$ cat config.mk
export PLATFORM = sky130hd
export DESIGN_NAME = uri_path_check_and_clean
export DESIGN_NICKNAME = d
export VERILOG_FILES = /design/src/rtl/core/upcc_pkg.sv /design/src/rtl/core/uri_path_check_and_clean.sv
export SDC_FILE = /design/constraint.sdc
export NUM_CORES = 1
export LEC_CHECK = 0
export ABC_AREA = 1
export BUFFER_PORTS_ARGS = -buffer_cell sky130_fd_sc_hd__buf_2
export CAP_MARGIN = 20
export CORE_MARGIN = 3
export CORE_UTILIZATION = 40
export CTS_CLUSTER_DIAMETER = 80
export DETAILED_ROUTE_END_ITERATION = 10
export PLACE_DENSITY_LB_ADDON = 0.3
export SLEW_MARGIN = 5
export SYNTH_ARGS = -nofsm -noshare
export SYNTH_HDL_FRONTEND = slang
export SYNTH_SLANG_ARGS = --single-unit
$ cat constraint.sdc
create_clock -name clk -period 2.8 [get_ports clk]
set_clock_uncertainty 0.1 [all_clocks]
set_input_delay 0.28 -clock clk [delete_from_list [all_inputs] [get_ports clk]]
set_output_delay 0.28 -clock clk [all_outputs]
set_load 0.03 [all_outputs]
$ cat src/rtl/core/upcc_pkg.sv
package upcc_pkg;

  localparam int unsigned BYTE_W  = 8;
  localparam int unsigned NUM_RES = 3;

  localparam logic [BYTE_W-1:0] CH_SLASH = 8'h2F;
  localparam logic [BYTE_W-1:0] CH_DOT   = 8'h2E;
  localparam logic [BYTE_W-1:0] CH_DASH  = 8'h2D;
  localparam logic [BYTE_W-1:0] CH_USCR  = 8'h5F;
  localparam logic [BYTE_W-1:0] CH_TILDE = 8'h7E;

  typedef logic [BYTE_W-1:0] byte_t;

  typedef enum logic [2:0] {
    HELD_NONE      = 3'b001,
    HELD_SLASH     = 3'b010,
    HELD_SLASH_DOT = 3'b100
  } held_t;

  function automatic logic allowed_char(input byte_t c);
    logic ok;
    begin
      ok = (c inside {[8'h61:8'h7A]}) || (c inside {[8'h41:8'h5A]}) ||
           (c inside {[8'h30:8'h39]}) ||
           (c inside {CH_SLASH, CH_DASH, CH_USCR, CH_DOT, CH_TILDE});
      return ok;
    end
  endfunction

endpackage

$ cat src/rtl/core/uri_path_check_and_clean.sv
// Channel  Direction  Payload                                  Handshake
// in_      input      in_ch, in_is_last                        in_valid / in_stall
// out_     output     out_char, out_end_of_path, out_path_ok   out_valid / out_stall
//
// Each request is taken straight into a three-entry result register; one
// result leaves per cycle while out_stall is low. A request giving one result
// or none is taken every cycle while out_stall is low; one giving more holds
// the input off while the result register drains. Synchronous active-low reset
// clears the pattern history, the held bytes and the result count. in_stall
// rises while earlier results remain that will not all be gone at the next edge.
module uri_path_check_and_clean
  import upcc_pkg::*;
(
  input  logic              clk,
  input  logic              rst_n,
  input  logic              in_valid,
  output logic              in_stall,
  input  logic [BYTE_W-1:0] in_ch,
  input  logic              in_is_last,
  output logic              out_valid,
  input  logic              out_stall,
  output logic [BYTE_W-1:0] out_char,
  output logic              out_end_of_path,
  output logic              out_path_ok
);

  byte_t      hist0_r, hist1_r, hist2_r;
  byte_t      hist0_nxt, hist1_nxt, hist2_nxt;
  held_t      held_r, held_nxt, held_upd;
  logic       first_r, first_nxt;
  logic       rej_r, rej_nxt, rej_upd;

  byte_t      buf_char_r [NUM_RES];
  logic       buf_eop_r  [NUM_RES];
  logic       buf_ok_r   [NUM_RES];
  byte_t      buf_char_nxt [NUM_RES];
  logic       buf_eop_nxt  [NUM_RES];
  logic       buf_ok_nxt   [NUM_RES];
  logic [1:0] cnt_r, cnt_nxt;

  byte_t      em_char [NUM_RES];
  logic [1:0] em_n;

  logic       out_fire, in_fire;

  assign out_valid       = (cnt_r != 2'd0);
  assign out_fire        = out_valid && !out_stall;
  assign in_stall        = !((cnt_r == 2'd0) || ((cnt_r == 2'd1) && out_fire));
  assign in_fire         = in_valid && !in_stall;
  assign out_char        = buf_char_r[0];
  assign out_end_of_path = buf_eop_r[0];
  assign out_path_ok     = buf_ok_r[0];

  // pattern checks and dot-segment collapse for the incoming byte
  always_comb begin
    rej_upd = rej_r;
    if (hist0_r == CH_SLASH && in_ch == CH_SLASH) rej_upd = 1'b1;
    if (hist2_r == CH_SLASH && hist1_r == CH_DOT && hist0_r == CH_DOT &&
        in_ch == CH_SLASH) rej_upd = 1'b1;
    if (!first_r && !allowed_char(in_ch)) rej_upd = 1'b1;

    for (int i = 0; i < NUM_RES; i++) em_char[i] = CH_SLASH;
    em_n     = 2'd0;
    held_upd = HELD_NONE;

    case (held_r)
      HELD_SLASH: begin
        if (in_ch == CH_DOT) begin
          held_upd = HELD_SLASH_DOT;
        end else if (in_ch == CH_SLASH) begin
          em_n     = 2'd1;
          held_upd = HELD_SLASH;
        end else begin
          em_char[1] = in_ch;
          em_n       = 2'd2;
        end
      end
      HELD_SLASH_DOT: begin
        if (in_ch == CH_SLASH) begin
          held_upd = HELD_SLASH;
        end else begin
          em_char[1] = CH_DOT;
          em_char[2] = in_ch;
          em_n       = 2'd3;
        end
      end
      default: begin
        if (in_ch == CH_SLASH) begin
          held_upd = HELD_SLASH;
        end else begin
          em_char[0] = in_ch;
          em_n       = 2'd1;
        end
      end
    endcase

    // flush only follows zero or one emitted byte
    if (in_is_last && held_upd != HELD_NONE) begin
      em_char[em_n] = CH_SLASH;
      if (held_upd == HELD_SLASH_DOT) begin
        em_char[em_n + 2'd1] = CH_DOT;
        em_n                 = em_n + 2'd2;
      end else begin
        em_n = em_n + 2'd1;
      end
    end
  end

  always_comb begin
    hist0_nxt = hist0_r;
    hist1_nxt = hist1_r;
    hist2_nxt = hist2_r;
    held_nxt  = held_r;
    first_nxt = first_r;
    rej_nxt   = rej_r;
    cnt_nxt   = cnt_r;
    for (int i = 0; i < NUM_RES; i++) begin
      buf_char_nxt[i] = buf_char_r[i];
      buf_eop_nxt[i]  = buf_eop_r[i];
      buf_ok_nxt[i]   = buf_ok_r[i];
    end

    if (out_fire) begin
      for (int i = 0; i < NUM_RES - 1; i++) begin
        buf_char_nxt[i] = buf_char_r[i+1];
        buf_eop_nxt[i]  = buf_eop_r[i+1];
        buf_ok_nxt[i]   = buf_ok_r[i+1];
      end
      cnt_nxt = cnt_r - 2'd1;
    end

    if (in_fire) begin
      for (int i = 0; i < NUM_RES; i++) begin
        buf_char_nxt[i] = em_char[i];
        buf_eop_nxt[i]  = in_is_last && (em_n == 2'(i + 1));
        buf_ok_nxt[i]   = in_is_last && (em_n == 2'(i + 1)) && !rej_upd;
      end
      cnt_nxt = em_n;
      if (in_is_last) begin
        hist0_nxt = '0;
        hist1_nxt = '0;
        hist2_nxt = '0;
        held_nxt  = HELD_NONE;
        first_nxt = 1'b1;
        rej_nxt   = 1'b0;
      end else begin
        hist0_nxt = in_ch;
        hist1_nxt = hist0_r;
        hist2_nxt = hist1_r;
        held_nxt  = held_upd;
        first_nxt = 1'b0;
        rej_nxt   = rej_upd;
      end
    end
  end

  always_ff @(posedge clk) begin
    if (!rst_n) begin
      hist0_r <= '0;
      hist1_r <= '0;
      hist2_r <= '0;
      held_r  <= HELD_NONE;
      first_r <= 1'b1;
      rej_r   <= 1'b0;
      cnt_r   <= 2'd0;
    end else begin
      hist0_r <= hist0_nxt;
      hist1_r <= hist1_nxt;
      hist2_r <= hist2_nxt;
      held_r  <= held_nxt;
      first_r <= first_nxt;
      rej_r   <= rej_nxt;
      cnt_r   <= cnt_nxt;
    end
  end

  always_ff @(posedge clk) begin
    for (int i = 0; i < NUM_RES; i++) begin
      buf_char_r[i] <= buf_char_nxt[i];
      buf_eop_r[i]  <= buf_eop_nxt[i];
      buf_ok_r[i]   <= buf_ok_nxt[i];
    end
  end

endmodule

==> metrics.csv <==
metric,value,unit
layout filler cell count,737,
LEAKAGE,1.31,nW
io pins,25,
Clock transition at path regs,0.07,ns
CP arrival,2.29,ns
synth warn,0,
Post-CTS Resized,0,
crit-path max FO,30,
CTS root buf,clkbuf_8,
reg-to-reg endpoint,buf_char_r[0][2]$_DFFE_PP_,
area delta synth->final,11.5,%
CTS Hold Bufs,0,
Syn Area/Cell,8.13,sq um
"Slew Viols, Final",0,
global-route wire length before repair,10100,um
final setup fails,0,
Post-CTS Setup Bufs,0,
# DRC,0,
Routed Wire Length,6090,um
number of routed nets with antenna violations,0,
First-pass DRT Iterations,4,
gpl congestion,0.842,
vias per cell,4.78,
#FFs+latches synth,61,
CTS tree,yes,
largest net degree at the start of global routing,53,
max cap viols,0,
layout cells sized above 1,17.9,%
nets@finish,396,
vias in the first global route,2162,
drt wl/cell,12.6,um
Syn Nets,378,
critical path startpoint category,flop,
total CTS buffers,9,
Setup TNS,0,ns
FMAX,0.462,GHz
Hold Crit Depth,3,
GRT Total Usage,15.5,%
M3 GR Usage,4.02,%
Final Instance Area,0.00329,sq mm
RSZ-0062 raised after global routing,no,
Die Wd,91.9,um
hold path start,in_ch[7],
area of the multi-input gates,0.00117,sq mm
Synth Cell Area,0.00295,sq mm
CP required,2.92,ns
placed instance area,0.00309,sq mm
clock sinks,61,
antenna violations before repair,0,
busiest grt layer,met2,
PortBufs,24,
Initial Utilization,42.3,%
min Tclk post-route,2.17,ns
part of the Yosys area used for sequential elements,51.6,%
total gr overflow,0,
die height,91.9,um
H-tree depth,3,
peak supply drop,0.488,mV
worst-case reg-to-reg path depth,8,
hold-critical path endpoint,hist0_r[7]$_SDFFE_PN0P_,
Final period util,77.3,%
Worst R2R Start,cnt_r[1]$_SDFFE_PN0P_,
"Hold Vio Cnt, Final",0,
DR iter-0 viols,127,
n_diodes,0,
Netlist cell types,34,
die area,0.00844,sq mm
Max Root-Sink Buffers,2,
status,"finished, final reports clean",
clock latency on the worst-skew pair,0.35,ns
met2 usage,23.2,%
Power Dens Cells,737,mW/mm^2
register area,0.00152,sq mm
Vias,2304,
post-synthesis instance total,363,
Critical Path Sink Type,flop,
R2R Setup Slk,0.63,ns
placeable core area,0.00698,sq mm
HP Class,input pin to flop,
CP Class,flop to flop,
GR Layer Usage met1,20.5,%
Worst Tran Pin Value,0.944,ns
hpwl dp,4220,um
relative slew slack,37.0,%
row count,30,
metrics by stage:
stage	power, mW	cells	util, %	hold WS, ns	setup slack, ns
2_1_floorplan	1.59	363	-	0.324	0.110
3_3_place_gp	1.68	465	44.3	0.355	0.678
3_5_place_dp	1.69	465	44.3	0.356	0.642
4_1_cts	2.42	481	46.9	0.133	0.633
5_1_grt	2.54	482	47.1	0.153	0.376
6_report	2.42	482	47.1	0.131	0.634
cell usage in the layout, fill, tap and decap left out, types with 4 or more instances in the layout:
master    synthesis  layout
dfxtp_1          31      31
nor2_1           44      44
nand2_1         106     106
clkinv_2          0       4
o21ai_0           7       6
nand4_1           4       4
nor3_1            5       5
clkbuf_8          0       9
nand2_2           8       8
inv_2             5       5
o31ai_1           6       6
inv_1            33      33
a21oi_1          25      25
buf_2            10      24
edfxtp_1         30      30
nand3_1          13      13
registers in the layout, summed over array words and instances (netlist names):
signal / flops
rej_r: 1
buf_eop_r: 3
first_r: 1
buf_ok_r: 3
cnt_r: 2
buf_char_r: 24
hist2_r: 8
hist1_r: 8
held_r: 3
hist0_r: 8
area by class of cell:
class | count | area share [%]
Clock buffer | 10 | 3.88
Clock inverter | 6 | 1.64
Inverter | 38 | 4.34
Multi-Input combinational cell | 244 | 35.7
Sequential cell | 61 | 46.3
Tap cell | 96 | 3.65
Timing Repair Buffer | 27 | 4.57
worst max-delay path, stage by stage (launching register included):
cell     delay [ns]
dfxtp_1        0.32
inv_1          0.08
ha_1           0.20
inv_1          0.07
nand2_1        0.08
nand2_1        0.12
inv_1          0.72
o21ai_0        0.24
nand2_1        0.11
how the worst max path moves through the flow:
stage	from	end	depth (start not counted)	slack, ns
floorplan	cnt_r[0]$_SDFFE_PN0P_	cnt_r[1]$_SDFFE_PN0P_	7	0.11
global placement	cnt_r[0]$_SDFFE_PN0P_	cnt_r[1]$_SDFFE_PN0P_	7	0.68
detailed placement	cnt_r[0]$_SDFFE_PN0P_	first_r$_SDFFE_PN1P_	11	0.64
CTS	cnt_r[0]$_SDFFE_PN0P_	first_r$_SDFFE_PN1P_	11	0.63
global route	cnt_r[1]$_SDFFE_PN0P_	buf_char_r[0][1]$_DFFE_PP_	8	0.38
finish	cnt_r[1]$_SDFFE_PN0P_	buf_char_r[0][2]$_DFFE_PP_	8	0.63
where the power goes:
group / internal, mW / switching (mW) / leakage (nW)
Combinational: 0.150 / 0.395 / 0.703
Clock: 0.401 / 0.348 / 0.0972
Sequential: 1.09 / 0.0418 / 0.513
cells in the mapped netlist:
cell type,n,area share (%)
nand3_1,13,2.2
nand4_1,4,0.85
nand2_1,106,13
o31ai_1,6,1.5
xor2_1,1,0.30
nor3_1,5,0.85
ha_1,2,0.85
nand2_4,2,0.76
a311oi_1,1,0.30
nor2_1,44,5.6
nor3_4,1,0.55
o21ai_0,7,1.2
o2111ai_1,1,0.30
a31oi_1,2,0.42
a211oi_1,1,0.25
or2_2,1,0.21
inv_2,5,0.64
o21ai_1,1,0.17
a32oi_1,1,0.30
nand2_2,8,1.7
nor2_2,3,0.64
buf_4,8,2.0
a21oi_1,25,4.2
inv_1,33,4.2
buf_2,10,1.7
a22oi_1,1,0.25
dfxtp_1,31,21
a21oi_2,2,0.59
clkbuf_1,2,0.25
nor3_2,1,0.34
nand3_2,1,0.34
nor2_4,3,1.1
edfxtp_1,30,31
o211ai_1,1,0.25
metal layers:
layer	vias up	part of all wire, %
met3	12	4.9
met5	-	0
met2	42	45
met4	0	2.2
li1	1200	-
met1	1050	48
cell families (layout without fill, tap and decap cells):
group / Yosys count / after routing / share of synthesized area [%]
AOI/OAI and AO/OA: 49 / 49 / 9.80
xor gates and xnor gates: 1 / 1 / 0.297
and+or+nand+nor: 192 / 192 / 28.7
adders and majority gates: 2 / 2 / 0.848
DFF: 61 / 61 / 51.6
buffers and inverters: 58 / 81 / 8.82
(Power assumes the default switching activity.)
